===== src/rtl/fup_pkg.sv =====
// ----------------------------------------------------------------------------
// fup_pkg
// Shared types, constants and helper functions for the form body pair
// splitter: result kinds, result bundles and hex digit decoding.
// ----------------------------------------------------------------------------
package fup_pkg;

	// Default width of the per-body pair counter.
	localparam int FUP_COUNT_BITS = 16;

	// Depth of the bundle queue between the front and back parts.
	localparam int FUP_QUEUE_DEPTH = 4;

	// Reset value of the max_fields register.
	localparam logic [15:0] MAX_FIELDS_RST = 16'd10000;

	// Register word indexes on the configuration port.
	localparam logic REG_MAX_FIELDS = 1'b0;

	// Characters with a special meaning in the body.
	localparam logic [7:0] CH_PLUS  = 8'h2B;
	localparam logic [7:0] CH_PCT   = 8'h25;
	localparam logic [7:0] CH_AMP   = 8'h26;
	localparam logic [7:0] CH_EQ    = 8'h3D;
	localparam logic [7:0] CH_SPACE = 8'h20;

	// Kind of one result.
	typedef enum logic [1:0] {
		KIND_KEY   = 2'd0,
		KIND_VALUE = 2'd1,
		KIND_END   = 2'd2
	} kind_t;

	// One result: kind and decoded byte.
	typedef struct packed {
		kind_t      kind;
		logic [7:0] data;
	} res_t;

	// All results caused by one input item, oldest in slot 0.
	typedef struct packed {
		logic [1:0]     cnt;
		res_t [2:0]     r;
	} bundle_t;

	// True for 0-9, a-f and A-F.
	function automatic logic is_hex(input logic [7:0] c);
		return ((c >= 8'h30) && (c <= 8'h39)) ||
		       ((c >= 8'h61) && (c <= 8'h66)) ||
		       ((c >= 8'h41) && (c <= 8'h46));
	endfunction

	// Value of a hex digit; meaningless for other characters.
	function automatic logic [3:0] hex_val(input logic [7:0] c);
		logic [7:0] v;
		if (c <= 8'h39) begin
			v = c - 8'h30;
		end else if (c >= 8'h61) begin
			v = c - 8'h57;
		end else begin
			v = c - 8'h37;
		end
		return v[3:0];
	endfunction

	// Append one result to a bundle; a full bundle is left as it is.
	function automatic bundle_t add_res(input bundle_t b, input kind_t k,
	                                    input logic [7:0] d);
		bundle_t nb;
		nb = b;
		if (b.cnt != 2'd3) begin
			nb.r[b.cnt] = '{kind: k, data: d};
			nb.cnt      = b.cnt + 2'd1;
		end
		return nb;
	endfunction

	// Kind of a data byte in the current part of the pair.
	function automatic kind_t part_kind(input logic in_value);
		return in_value ? KIND_VALUE : KIND_KEY;
	endfunction

endpackage


===== src/rtl/form_urlencoded_pair_splitter.sv =====
// ----------------------------------------------------------------------------
// form_urlencoded_pair_splitter
// Splits a form body into key and value bytes, decoding '+' and percent
// escapes, with a pair-end marker after every non-empty pair.
//
//   Channel   Handshake                 Payload
//   input     push / full               body_byte, body_end
//   result    pop / empty               item_kind, data_byte, last
//   config    psel, penable, pwrite     paddr, pwdata, prdata (max_fields)
//
// An input item is taken and its zero to three results go into a four-bundle
// queue; items can follow each other in every cycle while the queue is not full.
// Results leave at one transfer per cycle while pop is held, so an item with
// three results takes three result transfers; the queue absorbs such bursts.
// full rises only when the bundle queue is full; empty is low while the
// back part holds a result. Reset clears all parse state and sets
// max_fields to 10000.
// ----------------------------------------------------------------------------
module form_urlencoded_pair_splitter #(
	parameter int COUNT_BITS  = fup_pkg::FUP_COUNT_BITS,
	parameter int QUEUE_DEPTH = fup_pkg::FUP_QUEUE_DEPTH
) (
	input  logic           clk,
	input  logic           arst_n,
	input  logic           push,
	output logic           full,
	input  logic [7:0]     body_byte,
	input  logic           body_end,
	input  logic           pop,
	output logic           empty,
	output fup_pkg::kind_t item_kind,
	output logic [7:0]     data_byte,
	output logic           last,
	input  logic           psel,
	input  logic           penable,
	input  logic           pwrite,
	input  logic [2:0]     paddr,
	input  logic [31:0]    pwdata,
	output logic [31:0]    prdata,
	output logic           pready
);
	import fup_pkg::*;

	logic [15:0] max_fields_q;
	logic        accept;
	bundle_t     f_bundle;
	logic        f_valid;
	bundle_t     q_data;
	logic        q_empty;
	logic        q_rd;
	logic        q_full;

	// Configuration register; writes complete on the access cycle.
	assign pready = 1'b1;

	always_ff @(posedge clk or negedge arst_n) begin
		if (!arst_n) begin
			max_fields_q <= MAX_FIELDS_RST;
		end else if (psel && penable && pwrite && (paddr[2] == REG_MAX_FIELDS)) begin
			max_fields_q <= pwdata[15:0];
		end
	end

	always_comb begin
		prdata = '0;
		if (paddr[2] == REG_MAX_FIELDS) begin
			prdata = {16'h0000, max_fields_q};
		end
	end

	// Input transfer.
	assign full   = q_full;
	assign accept = push && !q_full;

	fup_front #(
		.COUNT_BITS (COUNT_BITS)
	) u_front (
		.clk          (clk),
		.arst_n       (arst_n),
		.accept       (accept),
		.body_byte    (body_byte),
		.body_end     (body_end),
		.max_fields   (max_fields_q),
		.bundle       (f_bundle),
		.bundle_valid (f_valid)
	);

	fup_queue #(
		.DEPTH (QUEUE_DEPTH)
	) u_queue (
		.clk     (clk),
		.arst_n  (arst_n),
		.wr_en   (f_valid),
		.wr_data (f_bundle),
		.full    (q_full),
		.rd_en   (q_rd),
		.rd_data (q_data),
		.empty   (q_empty)
	);

	fup_back u_back (
		.clk       (clk),
		.arst_n    (arst_n),
		.q_data    (q_data),
		.q_empty   (q_empty),
		.q_rd      (q_rd),
		.pop       (pop),
		.empty     (empty),
		.item_kind (item_kind),
		.data_byte (data_byte),
		.last      (last)
	);

endmodule


===== src/rtl/fup_front.sv =====
// ----------------------------------------------------------------------------
// fup_front
// Front part: holds the parse state of the body and turns each accepted
// byte or body end into a bundle of up to three results, combinationally.
// ----------------------------------------------------------------------------
module fup_front #(
	parameter int COUNT_BITS = fup_pkg::FUP_COUNT_BITS
) (
	input  logic             clk,
	input  logic             arst_n,
	input  logic             accept,
	input  logic [7:0]       body_byte,
	input  logic             body_end,
	input  logic [15:0]      max_fields,
	output fup_pkg::bundle_t bundle,
	output logic             bundle_valid
);
	import fup_pkg::*;

	localparam int CMP_W = (COUNT_BITS > 16) ? COUNT_BITS : 16;

	// Escape phase: none, after '%', after '%' and one hex digit.
	typedef enum logic [2:0] {
		PH_NONE = 3'b001,
		PH_PCT  = 3'b010,
		PH_HEX  = 3'b100
	} phase_t;

	phase_t                  phase_q, phase_n;
	logic [7:0]              held_q, held_n;
	logic                    in_value_q, in_value_n;
	logic                    has_q, has_n;
	logic [COUNT_BITS-1:0]   pairs_q, pairs_n;
	logic                    limit_q, limit_n;
	bundle_t                 bun;
	logic                    b_hex;

	assign b_hex = is_hex(body_byte);

	// Next state and results of the current item, in the order of emission.
	always_comb begin
		bun        = '0;
		phase_n    = phase_q;
		held_n     = held_q;
		in_value_n = in_value_q;
		has_n      = has_q;
		pairs_n    = pairs_q;
		limit_n    = limit_q;
		if (body_end) begin
			if (!limit_q) begin
				// Flush a pending escape literally, then close the open pair.
				if (phase_n == PH_PCT) begin
					bun = add_res(bun, part_kind(in_value_n), CH_PCT);
				end else if (phase_n == PH_HEX) begin
					bun = add_res(bun, part_kind(in_value_n), CH_PCT);
					bun = add_res(bun, part_kind(in_value_n), held_n);
				end
				if (has_n) begin
					bun = add_res(bun, KIND_END, 8'h00);
					if (pairs_n != '1) begin
						pairs_n = pairs_n + 1'b1;
					end
					if (CMP_W'(pairs_n) >= CMP_W'(max_fields)) begin
						limit_n = 1'b1;
					end
				end
			end
			phase_n    = PH_NONE;
			held_n     = '0;
			in_value_n = 1'b0;
			has_n      = 1'b0;
			pairs_n    = '0;
			limit_n    = 1'b0;
		end else if (!limit_q) begin
			if ((phase_q == PH_HEX) && b_hex) begin
				// Complete escape: one decoded byte.
				bun = add_res(bun, part_kind(in_value_n),
				              {hex_val(held_q), hex_val(body_byte)});
				phase_n = PH_NONE;
				held_n  = '0;
			end else if ((phase_q == PH_PCT) && b_hex) begin
				held_n  = body_byte;
				phase_n = PH_HEX;
			end else begin
				// Broken escape comes out literally before the byte itself.
				if (phase_n == PH_PCT) begin
					bun = add_res(bun, part_kind(in_value_n), CH_PCT);
				end else if (phase_n == PH_HEX) begin
					bun = add_res(bun, part_kind(in_value_n), CH_PCT);
					bun = add_res(bun, part_kind(in_value_n), held_n);
				end
				phase_n = PH_NONE;
				held_n  = '0;
				// The raw byte: separator, escape start or data.
				if (body_byte == CH_AMP) begin
					if (has_n) begin
						bun = add_res(bun, KIND_END, 8'h00);
						if (pairs_n != '1) begin
							pairs_n = pairs_n + 1'b1;
						end
						if (CMP_W'(pairs_n) >= CMP_W'(max_fields)) begin
							limit_n = 1'b1;
						end
					end
					has_n      = 1'b0;
					in_value_n = 1'b0;
				end else begin
					has_n = 1'b1;
					if ((body_byte == CH_EQ) && !in_value_n) begin
						in_value_n = 1'b1;
					end else if (body_byte == CH_PCT) begin
						phase_n = PH_PCT;
					end else if (body_byte == CH_PLUS) begin
						bun = add_res(bun, part_kind(in_value_n), CH_SPACE);
					end else begin
						bun = add_res(bun, part_kind(in_value_n), body_byte);
					end
				end
			end
		end
	end

	// Parse state advances on every accepted item.
	always_ff @(posedge clk or negedge arst_n) begin
		if (!arst_n) begin
			phase_q    <= PH_NONE;
			held_q     <= '0;
			in_value_q <= 1'b0;
			has_q      <= 1'b0;
			pairs_q    <= '0;
			limit_q    <= 1'b0;
		end else if (accept) begin
			phase_q    <= phase_n;
			held_q     <= held_n;
			in_value_q <= in_value_n;
			has_q      <= has_n;
			pairs_q    <= pairs_n;
			limit_q    <= limit_n;
		end
	end

	assign bundle       = bun;
	assign bundle_valid = accept && (bun.cnt != 2'd0);

	// A held hex digit exists only while waiting for the second digit.
	assert property (@(posedge clk) disable iff (!arst_n)
		(phase_q != PH_HEX) |-> (held_q == 8'h00))
	else $error("held hex digit outside second escape phase");

	// While the limit holds, no results leave the front part.
	assert property (@(posedge clk) disable iff (!arst_n)
		limit_q |-> !bundle_valid)
	else $error("results produced after the pair limit");

	// The limit only comes with a pair end.
	assert property (@(posedge clk) disable iff (!arst_n)
		$rose(limit_q) |-> $past(bundle_valid))
	else $error("limit set without a closed pair");

endmodule


===== src/rtl/fup_queue.sv =====
// ----------------------------------------------------------------------------
// fup_queue
// Short queue of result bundles between the front and back parts, so that
// each side can stall on its own.
// ----------------------------------------------------------------------------
module fup_queue #(
	parameter int DEPTH = fup_pkg::FUP_QUEUE_DEPTH
) (
	input  logic             clk,
	input  logic             arst_n,
	input  logic             wr_en,
	input  fup_pkg::bundle_t wr_data,
	output logic             full,
	input  logic             rd_en,
	output fup_pkg::bundle_t rd_data,
	output logic             empty
);
	import fup_pkg::*;

	localparam int AW = (DEPTH > 1) ? $clog2(DEPTH) : 1;
	localparam int CW = $clog2(DEPTH + 1);

	bundle_t         mem_q [DEPTH];
	logic [AW-1:0]   wr_ptr_q;
	logic [AW-1:0]   rd_ptr_q;
	logic [CW-1:0]   cnt_q;

	assign full    = (cnt_q == CW'(DEPTH));
	assign empty   = (cnt_q == '0);
	assign rd_data = mem_q[rd_ptr_q];

	// Storage write.
	always_ff @(posedge clk) begin
		if (wr_en) begin
			mem_q[wr_ptr_q] <= wr_data;
		end
	end

	// Pointers and fill count.
	always_ff @(posedge clk or negedge arst_n) begin
		if (!arst_n) begin
			wr_ptr_q <= '0;
			rd_ptr_q <= '0;
			cnt_q    <= '0;
		end else begin
			if (wr_en) begin
				wr_ptr_q <= (wr_ptr_q == AW'(DEPTH - 1)) ? '0 : wr_ptr_q + 1'b1;
			end
			if (rd_en) begin
				rd_ptr_q <= (rd_ptr_q == AW'(DEPTH - 1)) ? '0 : rd_ptr_q + 1'b1;
			end
			if (wr_en && !rd_en) begin
				cnt_q <= cnt_q + 1'b1;
			end else if (rd_en && !wr_en) begin
				cnt_q <= cnt_q - 1'b1;
			end
		end
	end

	// The front part never writes into a full queue.
	assert property (@(posedge clk) disable iff (!arst_n) !(wr_en && full))
	else $error("write into full bundle queue");

	// The back part never reads an empty queue.
	assert property (@(posedge clk) disable iff (!arst_n) !(rd_en && empty))
	else $error("read from empty bundle queue");

	// Every bundle in the queue carries at least one result.
	assert property (@(posedge clk) disable iff (!arst_n)
		wr_en |-> (wr_data.cnt != 2'd0))
	else $error("empty bundle written");

endmodule


===== src/rtl/fup_back.sv =====
// ----------------------------------------------------------------------------
// fup_back
// Back part: takes bundles from the queue and hands out their results one
// transfer at a time from a registered bundle, marking the last of each.
// ----------------------------------------------------------------------------
module fup_back (
	input  logic             clk,
	input  logic             arst_n,
	input  fup_pkg::bundle_t q_data,
	input  logic             q_empty,
	output logic             q_rd,
	input  logic             pop,
	output logic             empty,
	output fup_pkg::kind_t   item_kind,
	output logic [7:0]       data_byte,
	output logic             last
);
	import fup_pkg::*;

	bundle_t     bun_q;
	logic        valid_q;
	logic [1:0]  idx_q;
	logic        take;
	logic        finish;
	logic        load;
	res_t        cur;

	assign cur       = bun_q.r[idx_q];
	assign item_kind = cur.kind;
	assign data_byte = cur.data;
	assign last      = (idx_q == (bun_q.cnt - 2'd1));
	assign empty     = !valid_q;

	// A new bundle is loaded as the previous one hands out its last result.
	assign take   = pop && valid_q;
	assign finish = take && last;
	assign load   = (!valid_q || finish) && !q_empty;
	assign q_rd   = load;

	// Bundle register; payload needs no reset.
	always_ff @(posedge clk) begin
		if (load) begin
			bun_q <= q_data;
		end
	end

	// Valid flag and result index.
	always_ff @(posedge clk or negedge arst_n) begin
		if (!arst_n) begin
			valid_q <= 1'b0;
			idx_q   <= '0;
		end else if (load) begin
			valid_q <= 1'b1;
			idx_q   <= '0;
		end else if (finish) begin
			valid_q <= 1'b0;
			idx_q   <= '0;
		end else if (take) begin
			idx_q <= idx_q + 2'd1;
		end
	end

	// A pair end always carries a zero byte.
	assert property (@(posedge clk) disable iff (!arst_n)
		(valid_q && (item_kind == KIND_END)) |-> (data_byte == 8'h00))
	else $error("pair end with non-zero data");

	// The index stays inside the loaded bundle.
	assert property (@(posedge clk) disable iff (!arst_n)
		valid_q |-> (idx_q < bun_q.cnt))
	else $error("result index beyond bundle");

	// A result that is not taken stays in place.
	assert property (@(posedge clk) disable iff (!arst_n)
		(valid_q && !pop) |=> (valid_q && $stable(idx_q)))
	else $error("waiting result changed");

endmodule


===== config.mk =====
export PLATFORM = sky130hd
export DESIGN_NAME = form_urlencoded_pair_splitter
export DESIGN_NICKNAME = d
export VERILOG_FILES = /design/src/rtl/fup_pkg.sv /design/src/rtl/form_urlencoded_pair_splitter.sv /design/src/rtl/fup_front.sv /design/src/rtl/fup_queue.sv /design/src/rtl/fup_back.sv
export SDC_FILE = /design/constraint.sdc
export NUM_CORES = 1
export LEC_CHECK = 0
export ABC_AREA = 1
export BUFFER_PORTS_ARGS = -buffer_cell sky130_fd_sc_hd__buf_2
export CORE_ASPECT_RATIO = 2
export CORE_MARGIN = 3
export CORE_UTILIZATION = 35
export CTS_CLUSTER_DIAMETER = 150
export DETAILED_ROUTE_END_ITERATION = 8
export PLACE_DENSITY = 0.62
export SKIP_CTS_REPAIR_TIMING = 1
export SYNTH_ARGS = -nofsm -noshare
export SYNTH_HDL_FRONTEND = slang
export SYNTH_SLANG_ARGS = --single-unit

===== constraint.sdc =====
create_clock -name clk -period 3.81 [get_ports clk]
set_clock_uncertainty 0.1 [all_clocks]
set_input_delay 0 -clock clk [delete_from_list [all_inputs] [get_ports clk]]
set_output_delay 0 -clock clk [all_outputs]
set_load 0.02 [all_outputs]

==> key figures, run 1 <==
Finish
  • Multi-input gate area: 3590 µm²
  • Final Util: 40.8%
  • Final-stage net count: 1,219
  • Final instance area: 12,000 µm²
  • Register area: 6210 µm²
  • Antenna diodes: 0
  • Syn-to-layout area delta: 15.0%
  • Ratio of cells with drive above 1 in the final layout: 13.4%
  • Fillers: 2,781

GRT
  • Initial antenna violation count: 0
  • First-pass GRT wire length: 39,200 µm
  • GR Util All Layers: 15.4%
  • Remaining Overflow, GRT: 0
  • Vias in the first global route: 7,455
  • Largest net degree at the start of global routing: 67

Detailed routing
  • Routed wire length: 25,200 µm
  • Avg WL per Cell: 16.7 µm
  • Number of detailed-route iterations in the first pass: 8
  • Vias per cell: 5.05
  • Routed via count: 7,646
  • First DRT Iteration DRCs: 422
  • Detail Route Antenna Nets: 0
  • Remaining DRCs: 0

Pwr
  • Pwr Total: 7.06 mW
  • Leakage dissipation: 4.98 nW
  • PwrDens: 586 nW/µm²
  • Max IR drop VDD: 383 µV

Place
  • Port bufs: 61
  • Post-DP HPWL: 17,500 µm
  • Final Wtd Congestion: 0.944
  • Cell Area, Placed: 11,100 µm²

Worst setup path
  • Setup crit start kind: primary input
  • Worst path required time: 4.09 ns
  • Arr. time, crit path: 3.51 ns
  • Crit Path Max Fanout: 8
  • WS Path Type: primary input to register
  • Crit end category: register

Synthesis
  • Synth top area share: 45.9%
  • Mapped Area: 10,500 µm²
  • Post-synth ARST share: 25.9%
  • Mean post-synth cell area: 10.0 µm²
  • Post-synth top cells: 178 x nor2_1, 160 x edfxtp_1, 108 x inv_1
  • FF+latch count, synth: 216
  • Yosys cell types: 49
  • Post-Synthesis Cells: 1,046
  • EDFF count, synth: 160
  • Ys flop type: edfxtp_1
  • YS warnings: 0
  • Largest cells by area after synthesis: edfxtp_1 46%, dfrtp_1 12%, nor2_1 6.4%
  • Most frequent cell after synthesis: nor2_1
  • Seq/Total Area, Yosys: 59.3%
  • Area leader, netlist: edfxtp_1

STA
  • Final setup fails: 0
  • Fin crit share: 84.8%
  • Minimum clock period: 3.23 ns
  • Worst slew pin tran: 0.974 ns
  • Hold Vio Cnt, Final: 14
  • RSZ-0062 raised after global routing: false
  • Maximum clock frequency: 0.310 GHz
  • Slew Limit Fails: 0
  • Sum Neg Setup Slack: 0 ns
  • Slew HR: 35.0%
  • Worst-case hold slack: -0.0197 ns

Floorplan
  • Num rows: 89
  • Core footprint: 29,500 µm²
  • Die W: 128 µm
  • Starting Density: 35.5%
  • DIE HEIGHT: 251 µm
  • Full die area: 32,200 µm²
  • # IOs: 97

Clocking
  • Total CTS buffers: 20
  • Clk_lat worst skew: 0.50 ns
  • Clk sinks: 216
  • Clk slew on worst S/H paths: 0.06 ns
  • TritonCTS clock tree: yes
  • CTS max path bufs: 3
  • H-Tree Depth: 1
  • CTS root buf: clkbuf_16

Worst hold path
  • Worst hold path class: primary input to register

Job
  • Max-cap viol count: 0

Status
  • Failing checks: negative hold slack
  • Status: finished, violations left
## routing by layer
metal / wire (µm) / part of all wire [%] / vias up / GRT usage [%]
met5: 0 / 0 / - / 0
met4: 1220 / 4.8 / 0 / 7.74
met3: 815 / 3.2 / 69 / 1.86
met2: 14300 / 57 / 201 / 30.8
met1: 8870 / 35 / 3644 / 14.9
li1: - / - / 3732 / -
## flip-flops by register name (all words and copies together) (netlist names), 3 cells and up
signal	count
u_front.pairs_q	16
max_fields_q	16
u_queue.mem_q	128
u_front.held_q	8
u_front.phase_q	3
u_back.bun_q	32
u_queue.cnt_q	3
## area by class of cell
cell class                      count  share of cell area (%)
Clock buffer                       30                    4.64
Clock inverter                      4                   0.187
Inverter                          118                    3.72
Multi-Input combinational cell    671                    29.8
Sequential cell                   216                    51.6
Tap cell                          364                    3.78
Timing Repair Buffer              110                    6.27
## placed cells by master (no fill, tap or decap), drive strengths merged, types with 2 or more instances in the layout
cell type,count
o31ai,11
o22ai,49
o211ai,2
o21ai,101
nor4,2
buf,77
a21oi,47
nand3b,3
nor2,186
nand3,47
dfstp,6
edfxtp,160
nor3,22
clkbuf,30
conb,17
dfrtp,50
ha,30
xnor2,3
nand4,11
nand2,112
clkinv,5
dlygate4sd3,33
xor2,17
a22oi,2
inv,117
## per-stage QoR
step	hold slack (ns)	setup slack, ns	std cells
2_1_floorplan	-0.396	0.480	1061
3_3_place_gp	0.0195	0.703	1446
3_5_place_dp	0.00842	0.633	1446
4_1_cts	-0.536	0.701	1480
5_1_grt	0.00191	0.324	1513
6_report	-0.0197	0.580	1513
## report_power, final
group	internal, mW	leakage [nW]	switching, mW
clock network	1.02	0.283	0.804
logic	0.611	2.50	1.40
registers	3.08	2.20	0.149
total	4.70	4.98	2.36
## logic make-up after synthesis
logic type | share of synthesized area (%)
flip-flops | 59.3
AO/OA/AOI/OAI | 11.5
buffers and inverters | 7.08
XOR/XNOR | 1.67
other | 0.0717
adder cells (fa/ha/maj) | 3.77
multiplexers | 0.107
AND/OR/NAND/NOR | 16.5
## path summary, 6_finish.rpt
kind	slack, ns	startpoint	to	cells past startpoint
max	0.58	body_byte[1]	u_queue.cnt_q[1]$_DFFE_PN0P_	19
min	-0.02	body_byte[7]	u_queue.mem_q[1][7]$_DFFE_PP_	3
max reg2reg	0.73	u_front.pairs_q[1]$_DFFE_PN0P_	u_front.limit_q$_DFFE_PN0P_	19
min reg2reg	0.38	u_front.pairs_q[5]$_DFFE_PN0P_	u_front.pairs_q[5]$_DFFE_PN0P_	2
max in group asynchronous	2.73	arst_n	u_front.phase_q[0]$_DFFE_PN1P_	3
min in group asynchronous	-0.01	arst_n	u_front.pairs_q[12]$_DFFE_PN0P_	2
## worst max-delay path, stage by stage
cell,delay [ns]
dlygate4sd3_1,0.53
buf_2,0.19
inv_1,0.19
ha_1,0.25
inv_1,0.07
nor2_1,0.30
nand2_1,0.18
nand3_2,0.18
nand2_1,0.07
nand2_1,0.06
nand3_1,0.07
nand2_1,0.10
nand3_2,0.14
nand2_4,0.14
inv_1,0.06
ha_1,0.19
inv_1,0.09
fa_1,0.42
mux2_2,0.27
(Power assumes the default switching activity.)
==> inputs of run 2 (changes only) <==
Settings changed: PLACE_DENSITY 0.62 to 0.64.
Clock period 3.81 ns to 2.62 ns, I/O delays scaled along.
==> run 2 against run 1 <==
Combinational power up 57%. Sequential power increased by 45%. Hold slack got worse by 0.048 ns. Die area stayed put. Critical path type is now register to register. The flow finishes with violations (negative hold slack, negative setup slack). Utilization grew 3.1 points. Critical path depth decreased by 1.
==> key figures, run 2 (synthesis results as in run 1) <==
Detailed routing
  • Routed wire length: 26,800 µm (+6.1%)
  • Routed via count: 8,040 (+5.2%)
  • Number of detailed-route iterations in the first pass: 5 (-3)
  • Avg WL per Cell: 16.8 µm (+0.99%)
  • Remaining DRCs: 0 (unchanged)
  • Vias per cell: 5.06 (about the same)
  • Detail Route Antenna Nets: 0 (unchanged)
  • First DRT Iteration DRCs: 375 (-11%)

Clocking
  • CTS max path bufs: 3 (unchanged)
  • CTS root buf: clkbuf_16
  • Total CTS buffers: 19 (-5.0%)
  • Clk_lat worst skew: 0.50 ns (about the same)
  • Clk sinks: 216 (unchanged)
  • Clk slew on worst S/H paths: 0.07 ns (about the same)
  • TritonCTS clock tree: yes
  • H-Tree Depth: 1 (unchanged)

Floorplan
  • # IOs: 97 (unchanged)
  • Core footprint: 29,500 µm² (unchanged)
  • Num rows: 89 (unchanged)
  • Full die area: 32,200 µm² (unchanged)
  • Starting Density: 35.5% (unchanged)
  • Die W: 128 µm (unchanged)
  • DIE HEIGHT: 251 µm (unchanged)

Finish
  • Max reg flops: 128 (unchanged)
  • Layout Cells excl Fill: 1,590 (+5.1%)
  • Commonest non-fill, non-tap cell in the layout: nor2_1
  • Antenna diodes: 0 (unchanged)
  • Final-stage net count: 1,297 (+6.4%)
  • Biggest regs: u_queue.mem_q: 128 flops, u_back.bun_q: 32 flops
  • Final Util: 43.9% (+3.1 points)
  • Top reg by flops: u_queue.mem_q
  • Most frequent cells in the layout: 171 x nor2_1, 160 x edfxtp_1, 101 x inv_1
  • Syn-to-layout area delta: 23.6%
  • Ratio of cells with drive above 1 in the final layout: 22.3% (+8.9 points)

STA
  • Worst slew pin tran: 0.755 ns (-0.218 ns)
  • Fin crit share: 104%
  • Hold Vio Cnt, Final: 27 (+13)
  • Minimum clock period: 2.72 ns
  • Final setup fails: 1 (+1)
  • Slew HR: 49.6% (+15 points)
  • Maximum clock frequency: 0.367 GHz
  • Slew Limit Fails: 0 (unchanged)
  • RSZ-0062 raised after global routing: true
  • Final WS setup: -0.102 ns (-0.682 ns)
  • Worst-case hold slack: -0.0675 ns (-0.0478 ns)

Worst setup path
  • CP Buf/Inv Count: 3 (-3)
  • Crit path cell chain: ha_2 -> nand2_2 -> nor2_4 -> nand2_4 -> nor2_4 -> nand4_4 -> inv_2 -> buf_4 -> nor2_1 -> xor2_1 -> inv_1 -> ha_1 -> nand2_1 -> nor3_4 -> nand3_1 -> nand3_1 -> nand2_1 -> a21oi_2
  • CP max stage delay: 0.36 ns (-0.17 ns)
  • WS Path Type: register to register
  • Crit Path Max Fanout: 3 (-5)
  • Crit-path slowest cell: dfrtp_1
  • Worst path required time: 2.95 ns (-1.14 ns)
  • Arr. time, crit path: 3.05 ns (-0.46 ns)
  • Largest delay share family, worst path: simple AND/OR/NAND/NOR gates
  • Crit end category: register
  • Setup crit start kind: register

Place
  • Final Wtd Congestion: 0.994 (+5.3%)
  • Post-DP HPWL: 19,200 µm (+9.4%)
  • Port bufs: 61 (unchanged)
  • Placed insts: 1,527 (+5.6%)
  • DP Worst Slack: -0.187 ns (-0.820 ns)

Pwr
  • Max IR drop VDD: 534 µV (+39%)
  • Pwr Total: 10.7 mW (+52%)
  • PwrDens: 829 nW/µm² (+41%)
  • Leakage dissipation: 5.48 nW (+9.9%)

GRT
  • Vias in the first global route: 7,830 (+5.0%)
  • GR Util All Layers: 16.1% (+0.65 points)
  • First-pass GRT wire length: 40,600 µm (+3.7%)
  • Largest net degree at the start of global routing: 67 (unchanged)
  • Initial antenna violation count: 1 (+1)
  • Remaining Overflow, GRT: 0 (unchanged)

Job
  • Max-cap viol count: 0 (unchanged)

Status
  • Failing checks: negative hold slack, negative setup slack
  • Status: finished, violations left

Worst hold path
  • Worst hold path class: primary input to register
## run 2: layout make-up
type	instances	area [µm²]
inverters	118	450
clock inverters	10	135
fillers	2699	16600
flip-flops and latches	216	6210
well taps	364	455
repair buffers	189	1420
multi-input cells	671	3780
clock buffers	22	497
## run 2: path summary, 6_finish.rpt
kind                                           startpoint                         endpoint  slack, ns  depth (start not counted)
min                                                pwrite     max_fields_q[15]$_DFFE_PN0P_      -0.07                          3
min reg2reg                u_front.pairs_q[5]$_DFFE_PN0P_   u_front.pairs_q[5]$_DFFE_PN0P_       0.39                          2
max in group asynchronous                          arst_n   u_front.phase_q[0]$_DFFE_PN1P_       1.74                          3
max reg2reg                u_front.pairs_q[1]$_DFFE_PN0P_      u_front.limit_q$_DFFE_PN0P_      -0.10                         18
min in group asynchronous                          arst_n  u_queue.wr_ptr_q[0]$_DFFE_PN0P_      -0.01                          2
max                        u_front.pairs_q[1]$_DFFE_PN0P_      u_front.limit_q$_DFFE_PN0P_      -0.10                         18
## run 2: per-stage QoR
stage	instance area, µm²	hold WS (ns)	TNS [ns]
4_1_cts	12500	-0.549	-0.317
5_1_grt	12900	0.00635	-0.433
2_1_floorplan	10600	-0.396	-0.235
3_5_place_dp	11900	-0.0110	-0.325
3_3_place_gp	11900	-0.0150	-0.129
6_report	12900	-0.0675	-0.102
## run 2: power by group
group          switching [mW]  leakage, nW  internal [mW]
Sequential              0.217         2.20           4.47
Combinational            2.11         2.97           1.06
Clock                    1.20        0.313           1.66
## run 2: per-layer routing
layer / share of wire, % / GRT usage (%)
met1: 33 / 14.9
met2: 57 / 32.2
met3: 3.4 / 1.64
met4: 6.4 / 9.53
met5: 0.041 / 0
## run 2: worst register-to-register path: cells and delay by family, from the launching register on
| kind | cells | cell delay, ns |
|---|---|---|
| simple gates | 11 | 1.18 |
| fa+ha+maj | 2 | 0.48 |
| flops | 1 | 0.36 |
| buf+inv | 3 | 0.25 |
| xor+xnor | 1 | 0.17 |
| compound gates | 1 | 0.13 |
==> inputs of run 3 (changes only) <==
Settings changed: BUFFER_PORTS_ARGS -buffer_cell sky130_fd_sc_hd__buf_2 to unset, DONT_BUFFER_PORTS set to 1, PLACE_DENSITY 0.64 to 0.61.
==> run 3 against run 2 <==
Register-to-register slack got worse by 0.03 ns. Sequential cell count did not move. The flow finishes with violations (negative setup slack). Largest cell class unchanged. First-iteration DRC count grew 8.3%. Clock-buffer cell count grew 1. Hold slack better by 0.068 ns.
==> key figures, run 3 (synthesis results as in run 1) <==
Status
  • Status: finished, violations left
  • Failing checks: negative setup slack

Clocking
  • Clk slew on worst S/H paths: 0.07 ns (about the same)
  • Total CTS buffers: 20 (+1)
  • TritonCTS clock tree: yes
  • Clk sinks: 216 (unchanged)
  • CTS max path bufs: 3 (unchanged)
  • Clk_lat worst skew: 0.51 ns (about the same)
  • H-Tree Depth: 1 (unchanged)
  • CTS root buf: clkbuf_16

Finish
  • Antenna diodes: 0 (unchanged)
  • Ratio of cells with drive above 1 in the final layout: 18.0% (-4.3 points)
  • Syn-to-layout area delta: 21.7%
  • Biggest regs: u_queue.mem_q: 128 flops, u_back.bun_q: 32 flops
  • Most frequent cells in the layout: 171 x nor2_1, 160 x edfxtp_1, 104 x inv_1
  • Top reg by flops: u_queue.mem_q
  • Final-stage net count: 1,243 (-4.2%)
  • Final instance area: 12,700 µm² (-1.5%)
  • Max reg flops: 128 (unchanged)
  • Commonest non-fill, non-tap cell in the layout: nor2_1

Pwr
  • Int Power: 7.13 mW (-0.90%)
  • Switching share of power: 33.4% (+0.49 points)
  • Max IR drop VDD: 582 µV (+9.0%)
  • Logic pwr share: 29.5% (about the same)
  • PwrDens: 840 nW/µm² (+1.4%)
  • Clk pwr share: 26.7% (about the same)
  • Leakage dissipation: 5.28 nW (-3.5%)
  • Net Switching: 3.58 mW (+1.3%)
  • Part of the power in registers: 43.8% (about the same)

Place
  • Final Wtd Congestion: 0.958 (-3.6%)
  • Port bufs: 0 (-100%)
  • Post-DP HPWL: 18,900 µm (-1.3%)
  • Cell Area, Placed: 11,500 µm² (-3.0%)

Worst setup path
  • Crit-path slowest cell: dfrtp_1
  • R2r worst-path depth: 19 (+1)
  • Crit end category: register
  • Worst path required time: 2.96 ns (about the same)
  • CP Buf/Inv Count: 3 (unchanged)
  • CP max stage delay: 0.36 ns (about the same)
  • Reg-to-Reg Start: u_front.pairs_q[1]$_DFFE_PN0P_
  • Arr. time, crit path: 3.09 ns (+0.04 ns)
  • Worst reg2reg endpoint: u_front.limit_q$_DFFE_PN0P_
  • Crit path cell chain: ha_2 -> nand2_2 -> nor2_4 -> nand2_4 -> nor2_4 -> nand4_1 -> xor2_1 -> inv_1 -> nor2_2 -> inv_1 -> ha_1 -> nand2_1 -> inv_1 -> nand3_2 -> nor3_4 -> nand3_2 -> nand3_2 -> nand2_2 -> a21oi_2
  • Levels on crit path: 19 (+1)
  • Setup crit start kind: register
  • WS Path Type: register to register
  • Flop-to-flop setup slack: -0.13 ns (-0.03 ns)
  • Crit Path Max Fanout: 3 (unchanged)
  • Largest delay share family, worst path: simple AND/OR/NAND/NOR gates

Job
  • Max-cap viol count: 0 (unchanged)

Floorplan
  • # IOs: 97 (unchanged)
  • DIE HEIGHT: 251 µm (unchanged)
  • Full die area: 32,200 µm² (unchanged)
  • Die W: 128 µm (unchanged)
  • Core footprint: 29,500 µm² (unchanged)
  • Starting Density: 35.5% (unchanged)
  • Num rows: 89 (unchanged)

GRT
  • Largest net degree at the start of global routing: 67 (unchanged)
  • Initial antenna violation count: 0 (-1)
  • First-pass GRT wire length: 40,500 µm (-0.44%)
  • GR Util All Layers: 16.1% (-0.018 points)
  • Remaining Overflow, GRT: 0 (unchanged)
  • Vias in the first global route: 7,671 (-2.0%)

STA
  • RSZ-0062 raised after global routing: true
  • Maximum clock frequency: 0.363 GHz (-1.2%)
  • Minimum clock period: 2.75 ns (+0.0320 ns)
  • Slew Limit Fails: 0 (unchanged)
  • Worst-case hold slack: 0.000906 ns (+0.0684 ns)
  • Slew HR: 57.9% (+8.3 points)
  • Worst slew pin tran: 0.632 ns (-0.124 ns)
  • Final WS setup: -0.134 ns (-0.0320 ns)
  • Fin crit share: 105% (+1.2 points)
  • Hold Vio Cnt, Final: 0 (-100%)
  • Final setup fails: 3 (+2)

Detailed routing
  • Routed wire length: 27,100 µm (+1.2%)
  • Vias per cell: 5.12 (+1.2%)
  • Number of detailed-route iterations in the first pass: 4 (-1)
  • Avg WL per Cell: 17.6 µm (+4.6%)
  • Detail Route Antenna Nets: 0 (unchanged)
  • Routed via count: 7,874 (-2.1%)
  • Remaining DRCs: 0 (unchanged)
  • First DRT Iteration DRCs: 406 (+8.3%)

Worst hold path
  • Worst hold path class: primary input to async pin
run 3: cell types whose count changed in the layout (fill, tap and decap cells not counted), moves of 3 or more:
cell	before	now
buf_2	61	0
clkinv_2	3	6
dlygate4sd3_1	29	38
inv_1	101	104
run 3: final cells by class:
cell class,instances,area [µm²]
well taps,364,455
multi-input cells,671,3800
fillers,2729,16800
flip-flops and latches,216,6210
clock buffers,23,533
clock inverters,13,110
inverters,118,448
repair buffers,134,1190
run 3: how the worst max path moves through the flow:
stage,start,to
2_1_floorplan,u_back.bun_q[31]$_DFFE_PP_,u_queue.cnt_q[1]$_DFFE_PN0P_
3_3_place_gp,u_front.pairs_q[0]$_DFFE_PN0P_,u_front.limit_q$_DFFE_PN0P_
3_5_place_dp,u_front.pairs_q[0]$_DFFE_PN0P_,u_front.limit_q$_DFFE_PN0P_
4_1_cts,u_front.pairs_q[0]$_DFFE_PN0P_,u_front.limit_q$_DFFE_PN0P_
5_1_grt,u_front.pairs_q[0]$_DFFE_PN0P_,u_front.limit_q$_DFFE_PN0P_
6_report,u_front.pairs_q[1]$_DFFE_PN0P_,u_front.limit_q$_DFFE_PN0P_
run 3: power by group through the flow:
| stage | Clock [mW] | Combinational [mW] | Sequential [mW] |
|---|---|---|---|
| after CTS | 2.93 | 3.12 | 4.70 |
| final | 2.86 | 3.16 | 4.69 |
| after floorplan | 0 | 2.15 | 4.69 |
| after detailed placement | 0 | 3.11 | 4.77 |
| after global placement | 0 | 3.05 | 4.76 |
| after global routing | 3.06 | 3.54 | 4.76 |
run 3: layer usage:
metal,vias up,wire (µm),global-route usage (%)
met5,-,0,0
met4,0,1550,7.86
met3,94,1010,2.07
met2,229,15700,32.7
met1,3763,8830,14.9
li1,3788,-,-
run 3: per-stage QoR:
| step | setup WS [ns] | TNS [ns] | total power [mW] | utilization (%) | instances |
|---|---|---|---|---|---|
| CTS | -0.237 | -0.245 | 10.8 | 41.2 | 1498 |
| finish | -0.134 | -0.279 | 10.7 | 43.2 | 1539 |
| global placement | -0.0620 | -0.0709 | 7.81 | 39.1 | 1462 |
| global route | -0.314 | -0.631 | 11.4 | 43.2 | 1539 |
| floorplan | -0.235 | -0.235 | 6.83 | - | 1061 |
| detailed placement | -0.156 | -0.162 | 7.89 | 39.1 | 1462 |
